### src/design/cwte_pkg.sv
// ----------------------------------------------------------------------------
// cwte_pkg: shared types and constants for the code word table encoder
// Command codes, register indexes, code bases and the control/status bundles
// that join the sequencer and the datapath.
// ----------------------------------------------------------------------------
package cwte_pkg;

   localparam int TableEntriesDef = 1792;
   localparam int IdxW            = 11;
   localparam int WordW           = 32;
   localparam int PrefixW         = 24;
   localparam int EmitDepth       = 9;

   localparam logic [11:0] FULL_BASE = 12'h900;
   localparam logic [11:0] PRE_BASE  = 12'h200;
   localparam logic [3:0]  TOP_NIB   = 4'h0;
   localparam logic [3:0]  LIT_NIB   = 4'h1;
   localparam logic [3:0]  PAD_NIB   = 4'h0;

   typedef enum logic [1:0] {
      CMD_ENCODE    = 2'd0,
      CMD_LOAD_FULL = 2'd1,
      CMD_LOAD_PRE  = 2'd2,
      CMD_END       = 2'd3
   } cmd_type;

   localparam logic [1:0] REG_TOP_VALUE    = 2'd0;
   localparam logic [1:0] REG_FULL_COUNT   = 2'd1;
   localparam logic [1:0] REG_PREFIX_COUNT = 2'd2;
   localparam logic [1:0] REG_BYTE_SWAP    = 2'd3;

   // Commands from the sequencer to the datapath.
   typedef struct packed {
      logic wr_full;
      logic wr_pre;
      logic capture;
      logic start_full;
      logic start_pre;
      logic step;
      logic set_top;
      logic set_full;
      logic set_pre;
      logic set_lit;
      logic set_none;
      logic finish;
      logic pop;
   } ctl_type;

   // Status from the datapath to the sequencer.
   typedef struct packed {
      logic top_eq;
      logic hit;
      logic miss;
      logic pair_half;
      logic out_free;
      logic last_byte;
   } stat_type;

endpackage

### src/design/cwte_ctrl.sv
// ----------------------------------------------------------------------------
// cwte_ctrl: sequencer of the code word table encoder
// Writes table loads directly and walks each encode beat through capture,
// top-value check, the two table searches, pairing and byte emission.
// ----------------------------------------------------------------------------
module cwte_ctrl (
   input  logic               clock,
   input  logic               reset,
   input  logic               req_tvalid,
   input  cwte_pkg::cmd_type  req_command,
   output logic               req_tready,
   input  cwte_pkg::stat_type stat,
   output cwte_pkg::ctl_type  ctl
);

   typedef enum logic [2:0] {
      ST_IDLE,
      ST_CLASS,
      ST_SFULL,
      ST_SPRE,
      ST_FIN,
      ST_EMIT
   } state_type;

   state_type state_ff, state_in;
   logic      ready_ff;
   logic      accept;

   assign accept     = req_tvalid && ready_ff;
   assign req_tready = ready_ff;

   always_comb begin
      state_in = state_ff;
      ctl      = '0;
      case (state_ff)
         ST_IDLE: begin
            if (accept) begin
               case (req_command)
                  cwte_pkg::CMD_LOAD_FULL: ctl.wr_full = 1'b1;
                  cwte_pkg::CMD_LOAD_PRE:  ctl.wr_pre  = 1'b1;
                  cwte_pkg::CMD_END: begin
                     if (stat.pair_half) begin
                        ctl.set_none = 1'b1;
                        state_in     = ST_FIN;
                     end
                  end
                  cwte_pkg::CMD_ENCODE: begin
                     ctl.capture = 1'b1;
                     state_in    = ST_CLASS;
                  end
                  default: state_in = ST_IDLE;
               endcase
            end
         end
         ST_CLASS: begin
            if (stat.top_eq) begin
               ctl.set_top = 1'b1;
               state_in    = ST_FIN;
            end else begin
               ctl.start_full = 1'b1;
               state_in       = ST_SFULL;
            end
         end
         ST_SFULL: begin
            if (stat.hit) begin
               ctl.set_full = 1'b1;
               state_in     = ST_FIN;
            end else if (stat.miss) begin
               ctl.start_pre = 1'b1;
               state_in      = ST_SPRE;
            end else begin
               ctl.step = 1'b1;
            end
         end
         ST_SPRE: begin
            if (stat.hit) begin
               ctl.set_pre = 1'b1;
               state_in    = ST_FIN;
            end else if (stat.miss) begin
               ctl.set_lit = 1'b1;
               state_in    = ST_FIN;
            end else begin
               ctl.step = 1'b1;
            end
         end
         ST_FIN: begin
            ctl.finish = 1'b1;
            state_in   = stat.pair_half ? ST_EMIT : ST_IDLE;
         end
         ST_EMIT: begin
            if (stat.out_free) begin
               ctl.pop = 1'b1;
               if (stat.last_byte) begin
                  state_in = ST_IDLE;
               end
            end
         end
         default: state_in = ST_IDLE;
      endcase
   end

   always_ff @(posedge clock) begin
      if (reset) begin
         state_ff <= ST_IDLE;
         ready_ff <= 1'b0;
      end else begin
         state_ff <= state_in;
         ready_ff <= (state_in == ST_IDLE);
      end
   end

endmodule

### config.mk
export PLATFORM = sky130hd
export DESIGN_NAME = cwte_ctrl
export DESIGN_NICKNAME = d
export VERILOG_FILES = /design/src/design/cwte_pkg.sv /design/src/design/cwte_ctrl.sv
export SDC_FILE = /design/constraint.sdc
export NUM_CORES = 1
export LEC_CHECK = 0
export BUFFER_PORTS_ARGS = -buffer_cell sky130_fd_sc_hd__buf_4
export CAP_MARGIN = 10
export CORE_AREA = 2 2 39 41
export DETAILED_ROUTE_END_ITERATION = 7
export DIE_AREA = 0 0 41 43
export PLACE_DENSITY_LB_ADDON = 0.25
export SLEW_MARGIN = 40
export SYNTH_ARGS = -nofsm -noshare
export SYNTH_HDL_FRONTEND = slang
export SYNTH_SLANG_ARGS = --single-unit
### constraint.sdc
create_clock -name clock -period 1.85 [get_ports clock]
set_input_delay 0.2775 -clock clock [delete_from_list [all_inputs] [get_ports clock]]
set_output_delay 0.2775 -clock clock [all_outputs]
set_load 0.05 [all_outputs]
* Word level (Yosys, flattened, before mapping)
Index checks and enable logic that the tools add are counted.
Operators by class: shift operators 0, reductions and logical operators 4, bitwise gates (word level) 0, magnitude comparators 0, divide/modulo/power cells 0, muxes and demuxes 38, eq/ne operators 8, multiply operators 0, add/sub/neg operators 0
Operator list (number):
- 3-bit 2-to-1 mux | 12
- 1-bit 2-to-1 mux | 21
- 3-bit case mux with 6 select lines | 1
- 3-bit by 2-bit equality test with 1-bit output (second input constant) | 2
- 3-bit equality test (second input constant) | 2
- 3-bit logical NOT | 2
- 3-bit case mux with 2 select lines | 1
- 2-bit equality test (second input constant) | 2
- 2-bit 2-to-1 mux | 2
- 3-bit by 1-bit equality test with 1-bit output (second input constant) | 1
- 2-bit by 1-bit equality test with 1-bit output (second input constant) | 1
- 2-bit logical NOT | 1
- 1-bit case mux with 2 select lines | 1
- 1-bit logical AND | 1
Storage, ports and cells: memory bits (writable) 0, bits in latches 0, logic and storage cells 52, memory bits (read-only) 0, bits in registers 4, memories kept 0

* Logic depth before layout (Yosys ltp)
depth after elaboration 5, depth in mapped cells 5, mapped depth without buffers 5

* Least setup slack after synthesis
OpenSTA, ideal clock, no wires.
path kind register to register, start point register state_ff[0], end point register ready_ff (netlist: req_tready), clock period less this slack 2.439 ns, arrival time 2.323 ns, slack -0.589 ns, setup time 0.116 ns, stages on the path, launching flop included 6, data required time 1.734 ns, path through dfxtp_1 -> clkbuf_1 -> nand2b_1 -> nor3b_1 -> nor4bb_1 -> and3_1
Between the ends: word-level cells in the longest chain between the ends 5, elaborated cells between the ends (all ways) 17
RTL lines:
- start: declaration | line cwte_ctrl.sv:25 | state_type state_ff, state_in;
- start signal: assignment | line cwte_ctrl.sv:107 | state_ff <= state_in;
- 3-bit 2-to-1 mux | line cwte_ctrl.sv:42 | if (stat.pair_half) begin
- 3-bit case mux with 2 select lines | line cwte_ctrl.sv:38 | case (req_command)
- 3-bit 2-to-1 mux | line cwte_ctrl.sv:37 | if (accept) begin
- 3-bit case mux with 6 select lines (*) | line cwte_ctrl.sv:35 | case (state_ff)
- 3-bit logical NOT (*) | line cwte_ctrl.sv:108 | ready_ff <= (state_in == ST_IDLE);
- end signal: assignment | line cwte_ctrl.sv:108
- end: declaration | line cwte_ctrl.sv:26 | logic ready_ff;
Mark *: on every way between the ends. The rest lies on a longest branch, timed or not. A chain may end at the register's enable or synchronous reset.

==> flow_summary_export.csv <==
group,metric,value,unit
layout,drive_above_1_share,0.450,
layout,fin_nets,97,
worst_setup_path,worstPathCellList,"or3_4 -> nor2_2 -> and2_1 -> buf_4",
worst_setup_path,crit_family,"simple AND/OR/NAND/NOR gates",
grt,overflow,0,
clock_network,ctsRootBufferMaster,"clkbuf_4",
clock_network,path_clk_slew,40,ps
clock_network,post_cts_resized,1,
power,leakage,0.316,nW
synth,synth.largest_area_cell,"dfxtp_1",
floorplanning,core,0.00138,mm2
clock_network,postCtsSetupBuffers,0,
place,place_worst_setup_slack,145,ps
sta,period_needed,1770,ps
route,drt_iter0_markers,10,
power,peakVddDrop,359,uV
route,drt-pass1-iter-count,4,
sta,maxSlewHeadroom,0.804,
sta,fin_crit_sh,0.958,
power,clkPwrFrac,0.392,
clock_network,cts_sinks,4,
sta,rsz0062_at_grt,"no",
clock_network,htreeDepth,1,
route,vias,473,
place,dpl_cell_area,596,um2
layout,finalInstanceArea,632,um2
floorplanning,die_height,43,um
route,drc,0,
sta,setup_viol,0,
place,io_buffers,24,
clock_network,max-clock-path-buffers,2,
synth,synth_top_area_share,0.217,
floorplanning,rows,14,
layout,n_antenna_cell,0,
worst_setup_path,cp_num_buf_inv,1,
synth,synth_area_leaders,"dfxtp_1 (22%), ha_1 (14%), nor2_1 (9.2%), nor3_1 (6.8%), and2_1 (5.1%)",
power,combPwrFrac,0.283,
floorplanning,start_util,0.267,
floorplanning,die_w,41,um
synth,synth_fa_ha_area_frac,0.136,
grt,antenna_found_initial,0,
synth,yosys.area_share.simple,0.464,
status,status,"complete, no violations",
synth,synth_xor_xnor_area_share,0.0237,
clock_network,clkLatencyLatePin,240,ps
power,p_int,0.000196,W
floorplanning,boundaryPins,25,
route,post_drt_via_cell_ratio,4.93,
worst_setup_path,critPathLaunchType,"flip-flop",
sta,worstMarginPinSlew,291,ps
worst_setup_path,crit_fanout,6,
job,maxCapViolCount,0,
synth,synth-compound-area-share,0.105,
worst_setup_path,crit_required,1570,ps
power,pwr-share-seq,0.326,
route,antenna_left,0,
grt,grt_util_all_layers,0.139,
grt,grt_pass1_wl,1570,um
synth,yosysSeqAreaShare,0.217,
layout,final_util,0.457,
synth,synth_warnings,0,
grt,grt_max_degree,11,
sta,max_freq,564,MHz
clock_network,cts_buffers,3,
place,place_congestion,0.723,
synth,synthesis.nets,68,
worst_hold_path,min_path_cells,2,
clock_network,cts_tree,"yes",
sta,finalClockSkew,3.37,ps
sta,fin_ws,77.8,ps
synth,synth-seq-cells,4,
worst_setup_path,worstSetupEndpointType,"output port",
power,p_sw,0.0000854,W
worst_setup_path,ff2ff_path_depth,4,
power,power,0.000281,W
clock_network,hold_buffers,0,
route,wire_per_inst,10.6,um
worst_setup_path,cpPeakStageDelay,430,ps
synth,synthMuxAreaShare,0,
synth,synthCells,53,
route,routed_wl,1010,um
grt,grt_pass1_vias,373,
synth,synth.cell_area,369,um2
worst_hold_path,hold_path.class,"in -> reg",
layout,fill_cells,155,
worst_setup_path,critPathKind,"reg -> out",
worst_setup_path,cp.arrival,1490,ps
sta,hold_viol_final,0,
worst_setup_path,crit_slowest_cell,"or3_4",
place,dpl.hpwl,812,um
layout,area_growth,71.2,%
synth,ys_types,21,
power,switching_share,0.304,
synth,synth_top_family_by_area,"simple AND/OR/NAND/NOR gates",
worst_setup_path,path_depth,4,
power,power_density,445,mW/mm2
sta,drv_slew,0,
floorplanning,die_area,0.00176,mm2
synth,avgSynthCellArea,6.96,um2
placed cells by master (no fill, tap or decap), drive strengths merged, types with 2 or more instances in the layout:
cell type	instances
a21oi	3
and2	3
nor3	5
and3	3
inv	3
clkbuf	3
dfxtp	4
nor3b	2
nand2	5
nand2b	2
nor2	9
buf	26
ha	4
power by group through the flow:
stage                     Combinational [W]  Sequential [W]  Clock (W)
after global routing              0.0000865       0.0000919   0.000128
after detailed placement          0.0000782       0.0000928          0
final                             0.0000796       0.0000917   0.000110
after floorplan                   0.0000355       0.0000992          0
after global placement            0.0000780       0.0000928          0
after CTS                         0.0000792       0.0000915   0.000115
logic make-up after synthesis:
kind of cell,Yosys count
xor+xnor,1
compound gates,6
simple gates,33
buf+inv,5
fa+ha+maj,4
flops,4
cell usage after synthesis, drive strengths merged:
cell type	instances
nor4bb	1
inv	3
clkbuf	1
nand2	5
buf	1
and3	3
a211oi	1
nor3b	2
ha	4
and2	3
nor2	9
a22oi	1
a21oi	3
or4	1
or3	1
nand3	1
xor2	1
nand2b	2
nor3	5
dfxtp	4
o2111ai	1
state kept, by name, summed over array words and instances, names as in the netlist:
register    cells
req_tready      1
state_ff        3
path summary, 6_finish.rpt:
kind | start | endpoint | slack [ps]
hold reg to reg | state_ff[1] | state_ff[1] | 590
setup / recovery | state_ff[1] | ctl[11] | 80
setup reg to reg | state_ff[1] | req_tready | 170
hold / removal | reset | state_ff[2] | 220
metrics by stage:
step / hold slack (ps) / TNS (ps) / std cells
CTS: 213 / 0 / 96
global placement: 469 / 0 / 93
floorplan: 347 / -112 / 53
global route: 212 / 0 / 96
detailed placement: 469 / 0 / 93
finish: 217 / 0 / 96
metal layers:
layer	vias up	track usage	part of all wire	wire, um
li1	239	-	-	-
met1	208	0.154	0.39	395
met2	22	0.206	0.50	503
met3	4	0.0628	0.091	92
met4	0	0.0800	0.022	22
met5	-	0	0	0
layout make-up:
class / instances / area (um2) / area share
multi-input cells: 44 / 299 / 0.473
repair buffers: 26 / 199 / 0.315
flip-flops and latches: 4 / 80.1 / 0.127
clock buffers: 3 / 22.5 / 0.0356
well taps: 16 / 20.0 / 0.0317
inverters: 3 / 11.3 / 0.0178
worst reg2reg max path: stages, from the launching register on:
cell and delay (ps):
dfxtp_1 350, or3_4 430, or4_1 500, nor4bb_1 150, and3_1 140
No activity file was read; power rests on OpenSTA's default activity.
